[config.mk]
export PLATFORM = sky130hd
export DESIGN_NAME = buffer_cache_getblk_release_core
export DESIGN_NICKNAME = d
export VERILOG_FILES = /design/src/hdl/bcgr_pkg.sv /design/src/hdl/buffer_cache_getblk_release_core.sv
export SDC_FILE = /design/constraint.sdc
export NUM_CORES = 1
export LEC_CHECK = 0
export ABC_AREA = 0
export BUFFER_PORTS_ARGS = -buffer_cell sky130_fd_sc_hd__buf_2
export CORE_UTILIZATION = 57
export CTS_CLUSTER_SIZE = 16
export DETAILED_ROUTE_END_ITERATION = 8
export PLACE_DENSITY = 0.75
export SLEW_MARGIN = 20
export SYNTH_ARGS = -nofsm -noshare
export SYNTH_HDL_FRONTEND = slang
export SYNTH_SLANG_ARGS = --single-unit
[constraint.sdc]
create_clock -name clk -period 5 [get_ports clk]
set_input_delay 0.25 -clock clk [delete_from_list [all_inputs] [get_ports clk]]
set_output_delay 0.25 -clock clk [all_outputs]
set_load 0.01 [all_outputs]
[src/hdl/bcgr_pkg.sv]
package bcgr_pkg;

    localparam int NUM_BUFFERS = 16;
    localparam int IDX_W       = 4;
    localparam int CNT_W       = 5;
    localparam int BLOCK_BITS  = 16;

    typedef enum logic [1:0] {
        ACT_GET     = 2'd0,
        ACT_REL     = 2'd1,
        ACT_REL_DLY = 2'd2,
        ACT_NONE    = 2'd3
    } action_t;

    typedef enum logic [2:0] {
        ST_HIT      = 3'd0,
        ST_MISS     = 3'd1,
        ST_BUSY     = 3'd2,
        ST_NOFREE   = 3'd3,
        ST_WB       = 3'd4,
        ST_RELEASED = 3'd5,
        ST_NOTFOUND = 3'd6,
        ST_RSVD     = 3'd7
    } status_t;

    typedef enum logic [1:0] {
        SEQ_IDLE,
        SEQ_SCAN,
        SEQ_ACT,
        SEQ_WALK
    } seq_state_t;

    typedef struct packed {
        logic [1:0]  action;
        logic [15:0] block_number;
    } in_beat_t;

    typedef struct packed {
        logic [2:0]  status;
        logic [3:0]  buffer_index;
        logic [15:0] block_tag;
        logic        last;
    } out_beat_t;

endpackage

[src/hdl/buffer_cache_getblk_release_core.sv]
// A request scans buffer headers one per cycle up to the first match, then
// takes a decision step in SEQ_ACT; a get miss then walks the free list in SEQ_WALK,
// giving one beat per written-back buffer and then the grant or no-free beat.
// One request at a time: the input stalls until the sequencer is idle again, and a
// stalled output beat holds the sequencer in SEQ_ACT or SEQ_WALK.
// Reset (rst_n low, async): all buffers invalid, unlocked, clean, free in index order.
module buffer_cache_getblk_release_core (
    input  logic                clk,
    input  logic                rst_n,
    input  logic                in_valid,
    output logic                in_stall,
    input  bcgr_pkg::in_beat_t  in_data,
    output logic                out_valid,
    input  logic                out_stall,
    output bcgr_pkg::out_beat_t out_data
);

    localparam int NB = bcgr_pkg::NUM_BUFFERS;
    localparam int IW = bcgr_pkg::IDX_W;
    localparam int CW = bcgr_pkg::CNT_W;
    localparam int BB = bcgr_pkg::BLOCK_BITS;

    // buffer header state
    logic [BB-1:0] tag_reg     [NB];
    logic [BB-1:0] tag_next    [NB];
    logic [NB-1:0] valid_reg, valid_next;
    logic [NB-1:0] locked_reg, locked_next;
    logic [NB-1:0] delayed_reg, delayed_next;
    logic [NB-1:0] onlist_reg, onlist_next;
    logic [IW-1:0] fnext_reg   [NB];
    logic [IW-1:0] fnext_next  [NB];
    logic [IW-1:0] fprev_reg   [NB];
    logic [IW-1:0] fprev_next  [NB];
    logic [IW-1:0] head_reg, head_next;
    logic [IW-1:0] tail_reg, tail_next;
    logic [CW-1:0] count_reg, count_next;

    // sequencer
    bcgr_pkg::seq_state_t state_reg, state_next;
    logic [1:0]    act_reg, act_next;
    logic [BB-1:0] blk_reg, blk_next;
    logic [IW-1:0] idx_reg, idx_next;
    logic          found_reg, found_next;
    logic [CW-1:0] n_reg, n_next;
    logic [CW-1:0] cnt_reg, cnt_next;

    logic                out_vld_reg, out_vld_next;
    bcgr_pkg::out_beat_t out_reg, out_next;

    logic          can_emit;
    logic          unl_en, app_en;
    logic [IW-1:0] unl_idx, app_idx;
    logic [IW-1:0] up, un;

    assign can_emit  = !out_vld_reg || !out_stall;
    assign out_valid = out_vld_reg;
    assign out_data  = out_reg;
    assign in_stall  = (state_reg != bcgr_pkg::SEQ_IDLE);

    always_comb
    begin
        tag_next     = tag_reg;
        valid_next   = valid_reg;
        locked_next  = locked_reg;
        delayed_next = delayed_reg;
        onlist_next  = onlist_reg;
        fnext_next   = fnext_reg;
        fprev_next   = fprev_reg;
        head_next    = head_reg;
        tail_next    = tail_reg;
        count_next   = count_reg;
        state_next   = state_reg;
        act_next     = act_reg;
        blk_next     = blk_reg;
        idx_next     = idx_reg;
        found_next   = found_reg;
        n_next       = n_reg;
        cnt_next     = cnt_reg;
        out_vld_next = out_vld_reg && out_stall;
        out_next     = out_reg;
        unl_en       = 1'b0;
        unl_idx      = idx_reg;
        app_en       = 1'b0;
        app_idx      = idx_reg;
        up           = '0;
        un           = '0;

        unique case (state_reg)
            bcgr_pkg::SEQ_IDLE:
            begin
                if (in_valid && in_data.action != bcgr_pkg::ACT_NONE)
                begin
                    act_next   = in_data.action;
                    blk_next   = in_data.block_number[BB-1:0];
                    idx_next   = '0;
                    found_next = 1'b0;
                    state_next = bcgr_pkg::SEQ_SCAN;
                end
            end
            bcgr_pkg::SEQ_SCAN:
            begin
                // shared comparator: one header per cycle, first match wins
                if (valid_reg[idx_reg] && tag_reg[idx_reg] == blk_reg)
                begin
                    found_next = 1'b1;
                    state_next = bcgr_pkg::SEQ_ACT;
                end
                else if (idx_reg == IW'(NB - 1))
                begin
                    state_next = bcgr_pkg::SEQ_ACT;
                end
                else
                begin
                    idx_next = idx_reg + 1'b1;
                end
            end
            bcgr_pkg::SEQ_ACT:
            begin
                if (act_reg == bcgr_pkg::ACT_GET && !found_reg)
                begin
                    idx_next   = head_reg;
                    n_next     = '0;
                    cnt_next   = count_reg;
                    state_next = bcgr_pkg::SEQ_WALK;
                end
                else if (can_emit)
                begin
                    out_vld_next           = 1'b1;
                    out_next.last          = 1'b1;
                    out_next.block_tag     = '0;
                    out_next.buffer_index  = idx_reg;
                    state_next             = bcgr_pkg::SEQ_IDLE;
                    if (act_reg == bcgr_pkg::ACT_GET)
                    begin
                        if (locked_reg[idx_reg])
                        begin
                            out_next.status = bcgr_pkg::ST_BUSY;
                        end
                        else
                        begin
                            locked_next[idx_reg] = 1'b1;
                            unl_en          = 1'b1;
                            out_next.status = bcgr_pkg::ST_HIT;
                        end
                    end
                    else if (!found_reg)
                    begin
                        out_next.status       = bcgr_pkg::ST_NOTFOUND;
                        out_next.buffer_index = '0;
                    end
                    else
                    begin
                        if (act_reg == bcgr_pkg::ACT_REL_DLY)
                        begin
                            delayed_next[idx_reg] = 1'b1;
                        end
                        if (locked_reg[idx_reg])
                        begin
                            locked_next[idx_reg] = 1'b0;
                            app_en = 1'b1;
                        end
                        out_next.status = bcgr_pkg::ST_RELEASED;
                    end
                end
            end
            bcgr_pkg::SEQ_WALK:
            begin
                if (can_emit)
                begin
                    out_vld_next          = 1'b1;
                    out_next.buffer_index = idx_reg;
                    if (n_reg < cnt_reg)
                    begin
                        if (delayed_reg[idx_reg])
                        begin
                            // write back, clear the mark, advance along the list
                            out_next.status       = bcgr_pkg::ST_WB;
                            out_next.block_tag    = tag_reg[idx_reg];
                            out_next.last         = 1'b0;
                            delayed_next[idx_reg] = 1'b0;
                            idx_next              = fnext_reg[idx_reg];
                            n_next                = n_reg + 1'b1;
                        end
                        else
                        begin
                            out_next.status      = bcgr_pkg::ST_MISS;
                            out_next.block_tag   = tag_reg[idx_reg];
                            out_next.last        = 1'b1;
                            unl_en               = 1'b1;
                            tag_next[idx_reg]    = blk_reg;
                            valid_next[idx_reg]  = 1'b1;
                            locked_next[idx_reg] = 1'b1;
                            state_next           = bcgr_pkg::SEQ_IDLE;
                        end
                    end
                    else
                    begin
                        out_next.status       = bcgr_pkg::ST_NOFREE;
                        out_next.buffer_index = '0;
                        out_next.block_tag    = '0;
                        out_next.last         = 1'b1;
                        state_next            = bcgr_pkg::SEQ_IDLE;
                    end
                end
            end
            default:
            begin
                state_next = bcgr_pkg::SEQ_IDLE;
            end
        endcase

        // drop a buffer from the free list
        if (unl_en && onlist_reg[unl_idx] && count_reg != '0)
        begin
            up = fprev_reg[unl_idx];
            un = fnext_reg[unl_idx];
            if (count_reg == CW'(1))
            begin
                head_next = '0;
                tail_next = '0;
            end
            else
            begin
                if (unl_idx == head_reg)
                    head_next = un;
                else
                    fnext_next[up] = un;
                if (unl_idx == tail_reg)
                    tail_next = up;
                else
                    fprev_next[un] = up;
            end
            onlist_next[unl_idx] = 1'b0;
            count_next           = count_reg - 1'b1;
        end

        // append a buffer at the free-list tail
        if (app_en && !onlist_reg[app_idx])
        begin
            if (count_reg == '0)
            begin
                head_next = app_idx;
            end
            else
            begin
                fnext_next[tail_reg] = app_idx;
                fprev_next[app_idx]  = tail_reg;
            end
            tail_next            = app_idx;
            onlist_next[app_idx] = 1'b1;
            count_next           = count_reg + 1'b1;
        end
    end

    always_ff @(posedge clk or negedge rst_n)
    begin
        if (!rst_n)
        begin
            for (int i = 0; i < NB; i++)
            begin
                tag_reg[i]   <= '0;
                fnext_reg[i] <= IW'((i + 1) % NB);
                fprev_reg[i] <= IW'((i + NB - 1) % NB);
            end
            valid_reg   <= '0;
            locked_reg  <= '0;
            delayed_reg <= '0;
            onlist_reg  <= '1;
            head_reg    <= '0;
            tail_reg    <= IW'(NB - 1);
            count_reg   <= CW'(NB);
            state_reg   <= bcgr_pkg::SEQ_IDLE;
            out_vld_reg <= 1'b0;
        end
        else
        begin
            tag_reg     <= tag_next;
            fnext_reg   <= fnext_next;
            fprev_reg   <= fprev_next;
            valid_reg   <= valid_next;
            locked_reg  <= locked_next;
            delayed_reg <= delayed_next;
            onlist_reg  <= onlist_next;
            head_reg    <= head_next;
            tail_reg    <= tail_next;
            count_reg   <= count_next;
            state_reg   <= state_next;
            out_vld_reg <= out_vld_next;
        end
    end

    // payload registers, no reset
    always_ff @(posedge clk)
    begin
        act_reg   <= act_next;
        blk_reg   <= blk_next;
        idx_reg   <= idx_next;
        found_reg <= found_next;
        n_reg     <= n_next;
        cnt_reg   <= cnt_next;
        out_reg   <= out_next;
    end

endmodule

==> impl_summary.md, run 1 <==
Worst setup path
Walking the worst path, the cells encountered are buf_4 > buf_12 > mux4_1 > mux2i_1 > mux2i_1 > nand2_1 > a211oi_2 > nand3_1 > mux2i_1 > a21oi_1. The startpoint identified for the worst register-to-register timing path is app_idx[0]$_SDFFCE_PP0P_. The data arrival at the endpoint of the critical path is 4810 ps. The logic depth of the worst setup path including buffers is 10. Broken down by cell family, the worst path's largest delay share belongs to multiplexers.

The most frequent cell on the critical path is mux2i_1. STA classifies the critical path endpoint as a register. The startpoint class of the critical path is a register. The setup check on the worst reg-to-reg path leaves a slack of 720 ps. The slowest stage of the critical path is the edfxtp_1 cell. Along the worst path, the maximum fanout reaches 48. The critical path class is reg -> reg. The most critical setup path has its endpoint at fprev_reg[7]$_DFF_PN1_. The depth of the most critical reg-to-reg path is 10. Together, buffers and inverters on the worst path number 2. The worst endpoint required time is 5530 ps. The start point of the critical path is app_idx[0]$_SDFFCE_PP0P_. The reg-to-reg critical path endpoint is fprev_reg[7]$_DFF_PN1_.

On the worst path, the slowest cell contributes a delay of 820 ps.

CTS
The longest clock path from root to sink contains 3 buffers. The post-cts gate resize count is 0. The number of sinks on the clock net is 521. The total clock buffers created by CTS is 53. The TritonCTS clock tree is done. After clock tree synthesis, the clock-pin slew on the worst setup and hold paths is 60 ps. The master cell of the clock root buffer is clkbuf_16. The number of levels the H-tree was split into is 2. For the worst-skew pair, the clock arrives at the later sink with an insertion delay of 610 ps. The post-CTS setup repair buffer count is 0.

STA
Dividing the final minimum period by the clock period gives 85.7%. The number of slew-limit violations in the final report is 0. The final setup TNS is 0 ps. The measured slew at the worst slew-check pin is 1090 ps.

The highest clock rate is 233 MHz. The worst clock skew is 19.5 ps. The final number of setup-violating endpoints is 0. The worst path in the final design needs a cycle of 4280 ps, including I/O delays and setup. The worst pin sits at a relative slew slack of 27.1%. The final-report hold violation count was 0. Setup repair after global routing left no endpoint under its margin. The worst hold margin is 98.5 ps.

Yosys
The most frequent cell after synthesis is dfrtp_1. By count the netlist is led by dfrtp_1 (379), mux2_2 (228), nand2_1 (209). The prevailing post-synth register cell is dfrtp_1.

The synthesized design contains 521 register bits. The average instance in the mapped netlist occupies 12.0 um^2. The share of the synthesized area in the top cell type is 36.1%. Counting every instance in the synthesized netlist gives 2197. The mapped netlist covers 0.0263 mm^2. In this run, distinct cell masters in the synthesized netlist total 76. Yosys mapped a number of flops with a built-in enable equal to 57. During synthesis, Yosys emitted a total of 0 warnings.

The fraction of the yosys area taken by sequential cells is 51.1%. Synthesis produced a netlist with a net count of 2231. The library cell with the largest summed area after synthesis is dfrtp_1.

The share of flip-flops with an asynchronous set or reset after synthesis is 89.1%. Yosys attributes the largest share of cell area to dfrtp_1 (36%), mux2_2 (9.8%), dfstp_2 (8.5%), edfxtp_1 (6.5%), mux2i_1 (6.4%).

Layout
The count of filler cells inserted in the layout is 3435. The sequential cell area is 0.0134 mm^2. The multi-input combinational cells in the finished layout cover a total of 0.0120 mm^2. The flip-flop count of the largest register after layout is 256. Compared with the post-synthesis result, the final layout area differs by 9.77%. For this run, the post-layout net count is 2233. The repair_antennas step left the layout with diodes totalling 0. Cells with a size suffix above 1 make up 26.1% of the layout.

GRT
Global routing used 4.89% of the available met3 tracks. The met1 routing resource usage after global routing is 39.8%. In the global route stage, overall resource usage came out at 30.2%. The number of antenna violations at the first check in global routing is 1. The met2 demand-to-capacity share in global routing is 49.4%. The busiest layer in global routing is met2. The first global-routing pass estimated 109 mm of wire. The global-route congestion overflow total is 0.

Entering global routing, the biggest net connects 151 pins. The via count of the first global-routing pass was 18764.

Floorplan
Row generation in the floorplan step produced 78 rows. The initial cell density of the core is 57.8%. The region available for standard cell placement spans 0.0455 mm^2. The die is 217 um wide.

The die covers 0.0470 mm^2. From bottom edge to top edge, the die measures 217 um. 48 I/O pins were placed.

Route
In the final routed layout, each cell accounts on average for 24.5 um. The first detailed-routing pass took 6 iterations. Once detail routing completed, the nets flagged for antenna violations numbered 0.

Summed over all layers, the routed wires come to 69.6 mm. The detailed router finished its first iteration with 1752 violations. Detailed routing inserted a total of 18311 vias.

The post-detailed-route via-to-cell ratio is 6.44. For this run, design rule violations remaining after detail routing come to 0.

Pwr
The static leakage is 12.9 nW. For this design the ratio of total power to cell area is 500 mW/mm^2. The worst-case IR drop observed on VDD is 0.382 mV.

Hold path
The path class of the tightest hold or removal check is in -> reg.

Place
The post-DP HPWL is 43.8 mm. The number of buffers added on ports is 47. The congestion estimate from routability-driven global placement came to 0.904.

Run status
The run finished with clean final reports.

Job
The reported max-cap violation count is 0.
==> worst min-delay path by stage <==
stage	from	endpoint	slack, ps	cells after the start
after floorplan	rst_n	async pin	-50	0
after global placement	rst_n	async pin	350	1
after detailed placement	rst_n	async pin	360	1
after CTS	in_valid	act_reg[1]$_DFFE_PP_	90	3
after global routing	in_valid	act_reg[1]$_DFFE_PP_	120	3
final	in_valid	act_reg[1]$_DFFE_PP_	100	3
==> worst reg2reg max path, delay by kind of cell (launching register included) <==
kind | cells | cell delay (ps)
DFF | 1 | 820
muxes | 4 | 1050
AOI/OAI and AO/OA | 2 | 820
buffers and inverters | 2 | 640
and+or+nand+nor | 2 | 890
==> cell families (layout without fill, tap and decap cells) <==
family	Yosys count	after routing	share of synthesized area [%]
compound gates	371	371	8.32
buf+inv	192	239	3.49
simple gates	563	563	9.67
fa+ha+maj	12	12	0.571
flops	521	521	51.1
mux	501	501	25.7
xor+xnor	37	37	1.23
==> per-layer routing <==
metal | vias up | wire length, um | share of wire [%]
met2 | 788 | 33400 | 48
met3 | 189 | 4730 | 6.8
li1 | 7980 | - | -
met1 | 9354 | 28400 | 41
met5 | - | 0 | 0
met4 | 0 | 3030 | 4.4
==> stage by stage <==
| stage | std cells | power, mW | worst slack [ps] | area, um^2 | util [%] |
|---|---|---|---|---|---|
| 2_1_floorplan | 2197 | 9.18 | 1460 | 26300 | - |
| 3_3_place_gp | 2724 | 10.3 | 917 | 26900 | 59.2 |
| 3_5_place_dp | 2724 | 10.4 | 843 | 26900 | 59.2 |
| 4_1_cts | 2844 | 14.4 | 830 | 28900 | 63.5 |
| 5_1_grt | 2844 | 15.1 | 544 | 28900 | 63.5 |
| 6_report | 2844 | 14.4 | 716 | 28900 | 63.5 |
==> area by class of cell <==
cell class	count	area share, %
Sequential cell	521	46.5
Multi-Input combinational cell	1484	41.5
Clock buffer	71	5.11
Timing Repair Buffer	114	3.02
Tap cell	600	2.60
Clock inverter	29	0.932
Inverter	25	0.325
==> power by group <==
| part | total [mW] | leakage, nW | switching [mW] | internal, mW |
|---|---|---|---|---|
| registers | 5.90 | 6.58 | 0.589 | 5.31 |
| clock network | 3.98 | 0.854 | 1.70 | 2.28 |
| logic | 4.57 | 5.47 | 2.53 | 2.03 |
| total | 14.4 | 12.9 | 4.82 | 9.63 |
==> cells in the final DEF, fill, tap and decap left out, types with 46 or more instances in the layout <==
cell type	instances
edfxtp_1	57
nor2_1	185
mux2_2	228
clkbuf_16	54
o21ai_0	147
dfrtp_1	379
buf_2	46
dfstp_2	85
a21oi_1	107
nand2_1	209
mux2i_1	168
mux4_2	67
==> repair_timing <==
action / 4_1_cts / 5_1_grt
hold buffers: 20 / 0
endpoints found under the hold margin: 113 / 0
endpoints found under the setup margin: 0 / 0
No activity file was read; power rests on OpenSTA's default activity.
==> run 2: changes to the inputs <==
--- a/config.mk
+++ b/config.mk
@@ -7,10 +7,10 @@
 export LEC_CHECK = 0
 export ABC_AREA = 0
 export BUFFER_PORTS_ARGS = -buffer_cell sky130_fd_sc_hd__buf_2
-export CORE_UTILIZATION = 57
+export CORE_UTILIZATION = 30
 export CTS_CLUSTER_SIZE = 16
 export DETAILED_ROUTE_END_ITERATION = 8
-export PLACE_DENSITY = 0.75
+export PLACE_DENSITY = 0.46
 export SLEW_MARGIN = 20
 export SYNTH_ARGS = -nofsm -noshare
 export SYNTH_HDL_FRONTEND = slang
==> impl_summary.md, run 2 (synthesis gave the netlist of run 1 again) <==
STA
The final-report hold violation count is 0. The number of slew-limit violations in the final report is 0. The worst hold margin is 186 ps. Setup violations remaining at the end of the flow were counted as 0. Static timing analysis puts the maximum clock frequency at 230 MHz. The final setup TNS is 0 ps.

The worst path in the final design needs a cycle of 4360 ps, including I/O delays and setup. In the finished design, the share of the clock period the worst path needs comes to 87.1%. The normalized max-slew margin is 32.5%. The worst clock skew is 21.8 ps. The measured slew at the worst slew-check pin is 1010 ps. Setup repair after global routing left no endpoint under its margin.

Floorplan
The initial cell density of the core is 30.3%. The die extent in y is 298 um. In this run the standard cell core region covers 0.0868 mm^2. The number of core rows is 108. The die outline width is 298 um. For this design the top-level I/O count stands at 48. The die covers 0.0889 mm^2.

Route
Summed over all layers, the routed wires come to 78.7 mm. In this run, the number of DRC markers left after iteration 0 of detailed routing was 1072. For this run, design rule violations remaining after detail routing come to 0. The total via count in the routed design is 17719.

The average routed wire per standard cell is 23.0 um. The first detailed-routing pass ran for 6 iterations. Once detail routing completed, the nets flagged for antenna violations numbered 0.

The post-detailed-route via-to-cell ratio is 5.18.

Layout
The post-synthesis to final-layout area growth is 13.2%. The flip-flop count of the largest register after layout is 256. The library cells used most frequently in the layout, excluding fill and tap cells, are dfrtp_1 (379), mux2_2 (228), nand2_1 (209), nor2_1 (185), mux2i_1 (168). The leading cell type in the layout, fill and taps excluded is dfrtp_1. The count of antenna diodes in the layout is 0. After the last flow step, the layout net total stands at 2250.

The ratio of cells with drive above 1 in the final layout is 26.4%.

CTS
Counting every sink on the clock net gives 521. The H-tree was split into 2 levels. The post-cts gate resize count is 0.

The TritonCTS clock tree is done. Clock tree synthesis selected as its root buffer the cell clkbuf_16. For the worst-skew pair, the clock arrives at the later sink with an insertion delay of 630 ps.

The total clock buffers created by CTS is 58. The buffer levels on the longest clock path is 3. The clock slew at the register clock pins of the worst setup and hold paths is 60 ps.

Worst setup path
Walking the worst path, the cells encountered are mux4_1 > mux4_2 > or4_4 > a211oi_2 > nand2_1 > mux2i_1 > a21oi_1. The critical path is of the reg -> reg type. The startpoint class of the critical path is a register.

Tracing the worst setup path back leads to its startpoint at app_idx[0]$_SDFFCE_PP0P_. The worst register-to-register path begins at app_idx[0]$_SDFFCE_PP0P_. The reg-to-reg critical path endpoint is fnext_reg[17]$_DFF_PN0_.

STA classifies the critical path endpoint as a register. At the worst endpoint, the required time is 5490 ps. The critical path contains buffers and inverters numbering 0 combined. The cell at the slowest stage of the critical path is edfxtp_1. The largest incremental delay on the critical path is 930 ps. Broken down by cell family, the worst path's largest delay share belongs to multiplexers. Of all nets on the critical path, the largest fanout is 12. The worst register-to-register path has a depth of 7.

Data arrives at the worst endpoint at 4840 ps. The worst register-to-register path has a setup slack of 640 ps.

Place
The number of buffers added on ports is 47. The routability-driven placement congestion ratio is 0.856. The post-DP HPWL is 49.9 mm.

Pwr
The static leakage is 13.0 nW. The power density over cell area is 496 mW/mm^2. The maximum VDD drop is 0.249 mV.

GRT
The maximum number of pins on one net before global-route repair is 141. The via count of the first global-routing pass is 18097. The number of antenna violations at the first check in global routing is 2. The aggregate global-route resource usage is 17.6%.

The first global-routing pass estimated 120 mm of wire. Global routing finished with a remaining overflow of 0.

Job
Across the run, the number of max-cap violations was 0.

Run status
The flow ran to the end, and the final reports show no timing, DRC or antenna violations.

Hold path
The beginning of the worst hold path is in_valid. The worst hold path class is in -> reg. The worst hold path stage count is 3. For hold timing, the worst endpoint is blk_reg[3]$_DFFE_PP_.
run 2: cell types whose count changed in the layout (fill, tap and decap cells not counted):
cell / previous run / this run
clkbuf_1: 11 / 25
clkbuf_16: 54 / 58
clkinv_1: 16 / 10
inv_8: 1 / 0
clkinv_2: 9 / 5
clkinvlp_4: 2 / 0
buf_12: 6 / 7
clkbuf_8: 6 / 8
buf_4: 41 / 52
inv_2: 0 / 1
run 2: worst min-delay path, delay by kind of cell:
kind | cells | cell delay, ps
buffers and inverters | 1 | 100
and+or+nand+nor | 2 | 260
run 2: how the worst max path moves through the flow:
stage / to / slack, ps / cells after the start
after floorplan: app_idx[0]$_SDFFCE_PP0P_ / 1460 / 15
final: fnext_reg[17]$_DFF_PN0_ / 640 / 7
after detailed placement: fprev_reg[50]$_DFF_PN0_ / 680 / 9
after CTS: fprev_reg[50]$_DFF_PN0_ / 630 / 9
after global placement: fnext_reg[17]$_DFF_PN0_ / 740 / 7
after global routing: fprev_reg[63]$_DFF_PN1_ / 410 / 9
run 2: power breakdown:
part,switching (mW),internal [mW],leakage [nW]
registers,0.554,5.31,6.58
clock network,1.79,2.47,0.904
logic,2.60,2.05,5.54
run 2: timing repair:
action,in CTS,in global routing
buffers inserted,0,0
hold endpoints to repair,118,0
hold buffers,20,0
setup endpoints to repair,0,0
run 2: area by class of cell:
cell class              count  area (um^2)
clock buffers              91         1660
inverters                  25         93.8
flip-flops and latches    521        13400
clock inverters            17          204
well taps                1155         1450
fillers                  8602        57000
repair buffers            126          976
multi-input cells        1484        12000
run 2: stage by stage:
stage | instance area (um^2) | std cells | utilization [%] | power [mW] | setup WS (ps)
2_1_floorplan | 26300 | 2197 | - | 9.18 | 1460
3_3_place_gp | 27700 | 3291 | 32.0 | 10.5 | 738
3_5_place_dp | 27700 | 3291 | 32.0 | 10.6 | 676
4_1_cts | 29800 | 3419 | 34.3 | 15.0 | 633
5_1_grt | 29800 | 3419 | 34.3 | 15.6 | 405
6_report | 29800 | 3419 | 34.3 | 14.8 | 643
run 2: per-layer routing:
layer  GRT usage [%]  vias to the layer above  part of all wire [%]
li1                -                     8010                     -
met1            24.4                     9211                    46
met2            28.9                      385                    48
met3            2.19                      111                   3.9
met4            4.93                        2                   2.4
met5               0                        -                 0.015
